$ cat config.mk
export PLATFORM = sky130hd
export DESIGN_NAME = ascii_to_can_frame_parser
export DESIGN_NICKNAME = d
export VERILOG_FILES = /design/src/rtl/ascp_pkg.sv /design/src/rtl/ascp_core.sv /design/src/rtl/ascii_to_can_frame_parser.sv
export SDC_FILE = /design/constraint.sdc
export NUM_CORES = 1
export LEC_CHECK = 0
export ABC_AREA = 1
export BUFFER_PORTS_ARGS = -buffer_cell sky130_fd_sc_hd__clkbuf_2
export CORE_ASPECT_RATIO = 0.75
export CORE_MARGIN = 2
export CORE_UTILIZATION = 45
export CTS_CLUSTER_SIZE = 10
export DETAILED_ROUTE_END_ITERATION = 10
export PLACE_DENSITY = 0.63
export SETUP_SLACK_MARGIN = 0.05
export SLEW_MARGIN = 25
export SYNTH_ARGS = -nofsm -noshare
export SYNTH_HDL_FRONTEND = slang
export SYNTH_SLANG_ARGS = --single-unit
$ cat constraint.sdc
create_clock -name clk -period 9.75 [get_ports clk]
set_clock_uncertainty 0.15 [all_clocks]
set_input_delay 1.95 -clock clk [delete_from_list [all_inputs] [get_ports clk]]
set_output_delay 1.95 -clock clk [all_outputs]
set_load 0.1 [all_outputs]
$ cat src/rtl/ascp_pkg.sv
// Package for the ASCII-to-CAN frame parser.
// Holds the framing characters, the hex digit decoder and the result type.
// Used by ascp_core and ascii_to_can_frame_parser.
package ascp_pkg;

	localparam logic [7:0] CH_START  = 8'h3A;
	localparam logic [7:0] CH_END    = 8'h3B;
	localparam logic [7:0] CH_STD    = 8'h53;
	localparam logic [7:0] CH_EXT    = 8'h58;
	localparam logic [7:0] CH_NORMAL = 8'h4E;
	localparam logic [7:0] CH_REMOTE = 8'h52;
	localparam logic [7:0] CH_ZERO   = 8'h30;
	localparam logic [7:0] CH_EIGHT  = 8'h38;

	localparam logic [4:0] STD_ID_END = 5'd5;
	localparam logic [4:0] EXT_ID_END = 5'd9;
	localparam logic [4:0] POS_MAX    = 5'd31;
	localparam logic [3:0] MAX_BYTES  = 4'd8;

	typedef struct packed {
		logic        frame_status;
		logic [28:0] can_id;
		logic        is_extended;
		logic        is_remote;
		logic [3:0]  data_length;
		logic [63:0] payload;
		logic [31:0] dropped_total;
	} ascp_result_t;

	// Returns {valid, nibble} for one ASCII hex digit.
	function automatic logic [4:0] hex_decode(input logic [7:0] c);
		logic [4:0] r;
		begin
			r = 5'd0;
			if (c >= 8'h30 && c <= 8'h39) begin
				r = {1'b1, c[3:0]};
			end else if ((c >= 8'h41 && c <= 8'h46) || (c >= 8'h61 && c <= 8'h66)) begin
				r = {1'b1, c[3:0] + 4'd9};
			end
			return r;
		end
	endfunction

endpackage

$ cat src/rtl/ascp_core.sv
// Frame state and per-character decode of the ASCII-to-CAN frame parser.
// Consumes one character per advance and forms the result on the closing ';'.
// Depends on ascp_pkg.
module ascp_core
	import ascp_pkg::*;
(
	input  logic         clk,
	input  logic         arst_n,
	input  logic         advance,
	input  logic [7:0]   rx_byte,
	output logic         emit,
	output ascp_result_t result
);

	typedef struct packed {
		logic [4:0]  char_pos;
		logic        extended;
		logic        remote;
		logic [31:0] id_accum;
		logic [63:0] data_accum;
		logic [3:0]  byte_count;
		logic [3:0]  half_digit;
		logic        digit_phase;
		logic        bad;
		logic [31:0] frame_len;
	} ascp_frame_t;

	logic        in_frame_q, in_frame_n;
	ascp_frame_t frame_q, frame_n;
	logic [31:0] drop_q, drop_n;
	logic [31:0] len_inc;
	logic [4:0]  id_end;
	logic [4:0]  pos;
	logic [4:0]  hex;
	logic        final_bad;

	function automatic logic [31:0] sat_add(input logic [31:0] a, input logic [31:0] b);
		logic [32:0] s;
		begin
			s = {1'b0, a} + {1'b0, b};
			return s[32] ? 32'hFFFF_FFFF : s[31:0];
		end
	endfunction

	always_comb begin
		in_frame_n = in_frame_q;
		frame_n    = frame_q;
		drop_n     = drop_q;
		emit       = 1'b0;
		result     = '0;
		pos        = frame_q.char_pos;
		id_end     = frame_q.extended ? EXT_ID_END : STD_ID_END;
		hex        = hex_decode(rx_byte);
		len_inc    = (frame_q.frame_len != 32'hFFFF_FFFF) ? frame_q.frame_len + 32'd1
		                                                  : frame_q.frame_len;
		final_bad  = 1'b0;
		if (!in_frame_q) begin
			if (rx_byte == CH_START) begin
				frame_n           = '0;
				frame_n.char_pos  = 5'd1;
				frame_n.frame_len = 32'd1;
				in_frame_n        = 1'b1;
			end else begin
				drop_n = sat_add(drop_q, 32'd1);
			end
		end else begin
			frame_n.frame_len = len_inc;
			if (pos != POS_MAX) begin
				frame_n.char_pos = pos + 5'd1;
			end
			if (rx_byte != CH_END) begin
				if (!frame_q.bad) begin
					priority if (pos == 5'd1) begin
						if (rx_byte == CH_STD) begin
							frame_n.extended = 1'b0;
						end else if (rx_byte == CH_EXT) begin
							frame_n.extended = 1'b1;
						end else begin
							frame_n.bad = 1'b1;
						end
					end else if (pos <= id_end) begin
						if (hex[4]) begin
							frame_n.id_accum = {frame_q.id_accum[27:0], hex[3:0]};
						end else begin
							frame_n.bad = 1'b1;
						end
					end else if (pos == id_end + 5'd1) begin
						if (rx_byte == CH_NORMAL) begin
							frame_n.remote = 1'b0;
						end else if (rx_byte == CH_REMOTE) begin
							frame_n.remote = 1'b1;
						end else begin
							frame_n.bad = 1'b1;
						end
					end else if (frame_q.remote) begin
						if (frame_q.digit_phase || rx_byte < CH_ZERO || rx_byte > CH_EIGHT) begin
							frame_n.bad = 1'b1;
						end else begin
							frame_n.byte_count  = rx_byte[3:0];
							frame_n.digit_phase = 1'b1;
						end
					end else begin
						if (!hex[4]) begin
							frame_n.bad = 1'b1;
						end else if (!frame_q.digit_phase) begin
							frame_n.half_digit  = hex[3:0];
							frame_n.digit_phase = 1'b1;
						end else if (frame_q.byte_count >= MAX_BYTES) begin
							frame_n.bad = 1'b1;
						end else begin
							frame_n.data_accum[{~frame_q.byte_count[2:0], 3'b000} +: 8] =
								{frame_q.half_digit, hex[3:0]};
							frame_n.byte_count  = frame_q.byte_count + 4'd1;
							frame_n.digit_phase = 1'b0;
						end
					end
				end
			end else begin
				final_bad = frame_q.bad || (pos < id_end + 5'd2) ||
				            (frame_q.remote && !frame_q.digit_phase) ||
				            (!frame_q.remote && frame_q.digit_phase);
				emit = 1'b1;
				if (final_bad) begin
					drop_n              = sat_add(drop_q, len_inc);
					result.frame_status = 1'b1;
				end else begin
					result.can_id      = frame_q.extended ? frame_q.id_accum[31:3]
					                                      : {18'd0, frame_q.id_accum[15:5]};
					result.is_extended = frame_q.extended;
					result.is_remote   = frame_q.remote;
					result.data_length = frame_q.byte_count;
					result.payload     = frame_q.remote ? 64'd0 : frame_q.data_accum;
				end
				result.dropped_total = drop_n;
				in_frame_n           = 1'b0;
				frame_n              = '0;
			end
		end
	end

	always_ff @(posedge clk or negedge arst_n) begin
		if (!arst_n) begin
			in_frame_q <= 1'b0;
			frame_q    <= '0;
			drop_q     <= '0;
		end else if (advance) begin
			in_frame_q <= in_frame_n;
			frame_q    <= frame_n;
			drop_q     <= drop_n;
		end
	end

endmodule

$ cat src/rtl/ascii_to_can_frame_parser.sv
// Top level of the ASCII-to-CAN frame parser.
// Holds the input register, the result register and the handshakes.
// Depends on ascp_pkg and ascp_core.
//
// Input channel: in_valid, in_ready, rx_byte carry one received character per item.
// Output channel: out_valid, out_ready and the result fields carry one frame result.
// A frame runs from ':' to ';'; only the closing ';' produces a result item, either
// a decoded frame or a malformed status. Bytes outside frames are counted as drops.
// A closing ';' is decoded from the input register and its result is loaded into the
// result register, which drives out_valid, once that register is free.
// Throughput: one character per cycle unless a ';' waits for the result register,
// set by the single decode stage between the input register and the result register.
// A stalled receiver holds the result register; characters that produce no result
// keep flowing, and a closing ';' waits in the input register until the result
// register is free, with in_ready low while it waits.
// Reset clears the frame state and the drop count and empties both registers.
module ascii_to_can_frame_parser
	import ascp_pkg::*;
(
	input  logic        clk,
	input  logic        arst_n,
	input  logic        in_valid,
	output logic        in_ready,
	input  logic [7:0]  rx_byte,
	output logic        out_valid,
	input  logic        out_ready,
	output logic        frame_status,
	output logic [28:0] can_id,
	output logic        is_extended,
	output logic        is_remote,
	output logic [3:0]  data_length,
	output logic [63:0] payload,
	output logic [31:0] dropped_total
);

	logic         valid_s1;
	logic [7:0]   rx_byte_s1;
	logic         advance;
	logic         emit;
	ascp_result_t result;
	ascp_result_t result_q;
	logic         out_valid_q;

	ascp_core u_core (
		.clk     (clk),
		.arst_n  (arst_n),
		.advance (advance),
		.rx_byte (rx_byte_s1),
		.emit    (emit),
		.result  (result)
	);

	assign advance  = valid_s1 && (!emit || !out_valid_q || out_ready);
	assign in_ready = !valid_s1 || advance;

	always_ff @(posedge clk or negedge arst_n) begin
		if (!arst_n) begin
			valid_s1 <= 1'b0;
		end else if (in_ready) begin
			valid_s1 <= in_valid;
		end
	end

	always_ff @(posedge clk) begin
		if (in_ready && in_valid) begin
			rx_byte_s1 <= rx_byte;
		end
	end

	always_ff @(posedge clk or negedge arst_n) begin
		if (!arst_n) begin
			out_valid_q <= 1'b0;
		end else if (advance && emit) begin
			out_valid_q <= 1'b1;
		end else if (out_ready) begin
			out_valid_q <= 1'b0;
		end
	end

	always_ff @(posedge clk) begin
		if (advance && emit) begin
			result_q <= result;
		end
	end

	assign out_valid     = out_valid_q;
	assign frame_status  = result_q.frame_status;
	assign can_id        = result_q.can_id;
	assign is_extended   = result_q.is_extended;
	assign is_remote     = result_q.is_remote;
	assign data_length   = result_q.data_length;
	assign payload       = result_q.payload;
	assign dropped_total = result_q.dropped_total;

	a_len_range: assert property (@(posedge clk) disable iff (!arst_n)
		out_valid |-> data_length <= MAX_BYTES)
		else $error("data length above eight bytes");

	a_bad_zero: assert property (@(posedge clk) disable iff (!arst_n)
		out_valid && frame_status |-> can_id == 29'd0 && payload == 64'd0 &&
			data_length == 4'd0 && !is_extended && !is_remote)
		else $error("malformed result carries frame fields");

	a_remote_empty: assert property (@(posedge clk) disable iff (!arst_n)
		out_valid && !frame_status && is_remote |-> payload == 64'd0)
		else $error("remote frame result carries payload");

	a_std_id: assert property (@(posedge clk) disable iff (!arst_n)
		out_valid && !frame_status && !is_extended |-> can_id[28:11] == 18'd0)
		else $error("standard identifier wider than eleven bits");

endmodule

==> summary.md <==
| Metric | Value |
|---|---|
| Clk slew on worst S/H paths | around 0.05 ns |
| CP peak stage delay | 0.43 ns |
| # Post-CTS Setup Buffers | 0 |
| Asr flop ratio synth | 56.25% |
| Seq pwr share | 34.3% |
| Die area | roughly 43000 um2 |
| DRC | 0 |
| Synth Flop Type | dfrtp_1 |
| Least-Margin Pin Slew | 0.9463 ns |
| Slew Limit Headroom | between 30% and 40% |
| CP Launch Type | input port |
| Final setup vio count | 0 |
| Core Area | 40520 um2 |
| Setup TNS | 0 ns |
| Yosys reg bits | 320 |
| Antenna violations before repair | 6 |
| Final hold vios | 0 |
| CP Cell Sequence | clkbuf_2 > nor2_1 > nand3_1 > clkbuf_2 |
| Share of layout cells above drive strength 1 | about a tenth |
| Avg Synthesized Cell Area | about 7.5 um2 |
| Outcome | finished, final reports clean |
| Hold_buf cts | 0 |
| RePlAce Congestion | 0.9677 |
| Global-route wire length before repair | 85.68 mm |
| CTS Buf Count | 39 |
| Grt ovf | 0 |
| HPWL Detailed | 40.92 mm |
| Sw frac | 44.88% |
| Netlist cell types | 48 |
| Die span in x | about 240 um |
| Final nets | 2656 |
| Post-DRT Antenna Nets | 0 |
| Post-CTS sizing | 0 |
| Register area share after synthesis | 47.32% |
| Rows | 64 |
| PortBufs | 145 |
| Pwr dens | ~270 nW/um2 |
| Post-Place Worst Slack | 4.732 ns |
| Most frequent cells in the layout | 690 x nand2_1, 367 x inv_1, 338 x nor2_1 |
| Period utilization | 51.32% |
| Final min period | 5.004 ns |
| Clock Power Share | roughly a quarter |
| Clock latency on the worst-skew pair | around 0.54 ns |
| Hold WC Path Type | reg -> reg |
| Worst path bufs/invs | 2 |
| R2r setup slk | a little under 5 ns |
| TritonCTS clock tree | yes |
| Max VDD drop | around 130 uV |
| Delay-heaviest family, CP | buffers and inverters |
| Lkg Pwr | 9.934 nW |
| Sw Pwr | 0.002493 W |
| Critical Path Most Common Cell | clkbuf_2 |
| Post-DR wirelength/cell | about 17 um |
| Iteration-0 DRC Markers | 1717 |
| H-tree Lvls | 2 |
| Critical path class | in -> out |
| Starting Density | 45.42% |
| Largest net degree at the start of global routing | 79 |
| RSZ-0062 raised after global routing | false |
| Pre-antenna DRT Iters | 5 |
| Vias in the first global route | 15410 |
| Die H | 179.1 um |
| Commonest non-fill, non-tap cell in the layout | nand2_1 |
| Net count after synthesis | 2522 |
| Worst Path Max Fanout | 3 |
| Power Internal | 0.003061 W |
| Gate power share | a little over two fifths |
| Maximum clock rate | 199.9 MHz |
| Critical path data arrival time | 2.90 ns |
| Total track usage | about 26% |
| Io pins | 146 |
| CP endpoint kind | output pin |
| Root buf cell | clkbuf_16 |
| Area grow syn2layout | 12.89% |
| Post-synth EDFFs | 140 |
| Critical Path RT | 7.65 ns |
| Max stage delay cell, worst path | clkbuf_2 |
| Mapped Cells | 2459 |
| Fillers | 4005 |
| Num Clock Sinks | 320 |
| Area of the mapped netlist | about 18000 um2 |
| Final worst slack | 4.746 ns |
| Via/cell ratio | between 5 and 6 |
| Max Cap Viol | 0 |
| Vias | 16650 |
| WL final | 54.96 mm |
| CTS Buffer Depth | 3 |
| Number of synthesis warnings | 0 |
| Max-slew violation total from the final report | 0 |
## cell families (layout without fill, tap and decap cells)
| group | Yosys count | in the layout | share of synthesized area, % |
|---|---|---|---|
| AOI/OAI and AO/OA | 237 | 237 | 6.758 |
| xor gates and xnor gates | 45 | 45 | 2.142 |
| adders and majority gates | 51 | 51 | 3.508 |
| buffers and inverters | 446 | 608 | 9.362 |
| DFF | 320 | 320 | 47.32 |
| muxes | 1 | 1 | 0.05439 |
| other | 0 | 2 | 0 |
| and+or+nand+nor | 1359 | 1359 | 30.85 |
## power groups by stage
| stage | registers (W) | logic (W) | clock network, W |
|---|---|---|---|
| floorplan | 0.00178 | 0.00161 | 0 |
| global placement | 0.00191 | 0.00224 | 0 |
| detailed placement | 0.00191 | 0.00225 | 0 |
| CTS | 0.00189 | 0.00226 | 0.00135 |
| global route | 0.00193 | 0.00261 | 0.00140 |
| finish | 0.00191 | 0.00233 | 0.00132 |
## final timing paths
path	cells after the start	from	endpoint
setup / recovery	4	out_ready	in_ready
hold / removal	2	u_core.frame_q[63]$_DFFE_PN0P_	u_core.frame_q[63]$_DFFE_PN0P_
setup reg to reg	25	u_core.frame_q[0]$_DFFE_PN0P_	dropped_total[19]$_SDFFCE_PP0P_
hold reg to reg	2	u_core.frame_q[63]$_DFFE_PN0P_	u_core.frame_q[63]$_DFFE_PN0P_
max in group asynchronous	3	arst_n	u_core.frame_q[91]$_DFFE_PN0P_
min in group asynchronous	1	arst_n	u_core.drop_q[3]$_DFFE_PN0P_
## synthesized netlist by cell type, types with 9 or more instances
cell type | instances | area share (%)
nand3b_1 | 10 | 0.41
xor2_1 | 32 | 1.5
nor3_1 | 39 | 1.1
nor2_1 | 338 | 6.9
a21oi_1 | 101 | 2.7
inv_1 | 368 | 7.5
edfxtp_1 | 140 | 23
buf_2 | 16 | 0.44
nand3_1 | 213 | 5.8
ha_1 | 50 | 3.4
dfrtp_1 | 180 | 24
or2_2 | 9 | 0.31
xnor2_1 | 13 | 0.62
inv_2 | 10 | 0.20
nand2_1 | 693 | 14
o21ai_0 | 106 | 2.9
nand2_2 | 10 | 0.34
nand4_1 | 25 | 0.85
clkbuf_1 | 38 | 0.78
## through the flow
stage / instances / utilization [%] / hold WS, ns / total power (W) / instance area, um2
2_1_floorplan: 2459 / - / 0.2919 / 0.003389 / 18400
3_3_place_gp: 3079 / 48.38 / 0.3030 / 0.004145 / 19600
3_5_place_dp: 3079 / 48.39 / 0.3082 / 0.004162 / 19610
4_1_cts: 3148 / 51.19 / 0.3225 / 0.005495 / 20740
5_1_grt: 3149 / 51.26 / 0.3397 / 0.005940 / 20770
6_report: 3151 / 51.27 / 0.3178 / 0.005554 / 20770
## tightest hold or removal path: stages, from the launching register on
cell and delay (ns):
dfrtp_1 0.33, nand2_1 0.05, nand2_1 0.05
## metal layers
metal	vias up	GRT usage, %	part of all wire, %	wire (um)
li1	8071	-	-	-
met1	7815	40.72	49	27190
met2	682	34.70	38	20920
met3	79	7.021	11	5779
met4	4	5.713	1.9	1033
met5	-	0	0.051	28
## layout make-up
class	count	area, um2	area share, %
Tap cell	528	660.6	3.180
Sequential cell	320	8708	41.92
Clock buffer	64	1091	5.252
Antenna cell	2	5.005	0.02409
Inverter	382	1440	6.932
Clock inverter	5	43.79	0.2108
Timing Repair Buffer	157	842.1	4.053
Multi-Input combinational cell	1693	7984	38.43
## registers in the layout (all words and copies together) (netlist names)
name	cells
data_length	4
u_core.drop_q	32
out_valid	1
is_remote	1
can_id	29
u_core.in_frame_q	1
u_core.frame_q	140
frame_status	1
payload	64
valid_s1	1
u_core.pos	5
dropped_total	32
is_extended	1
rx_byte_s1	8
(Power assumes the default switching activity.)
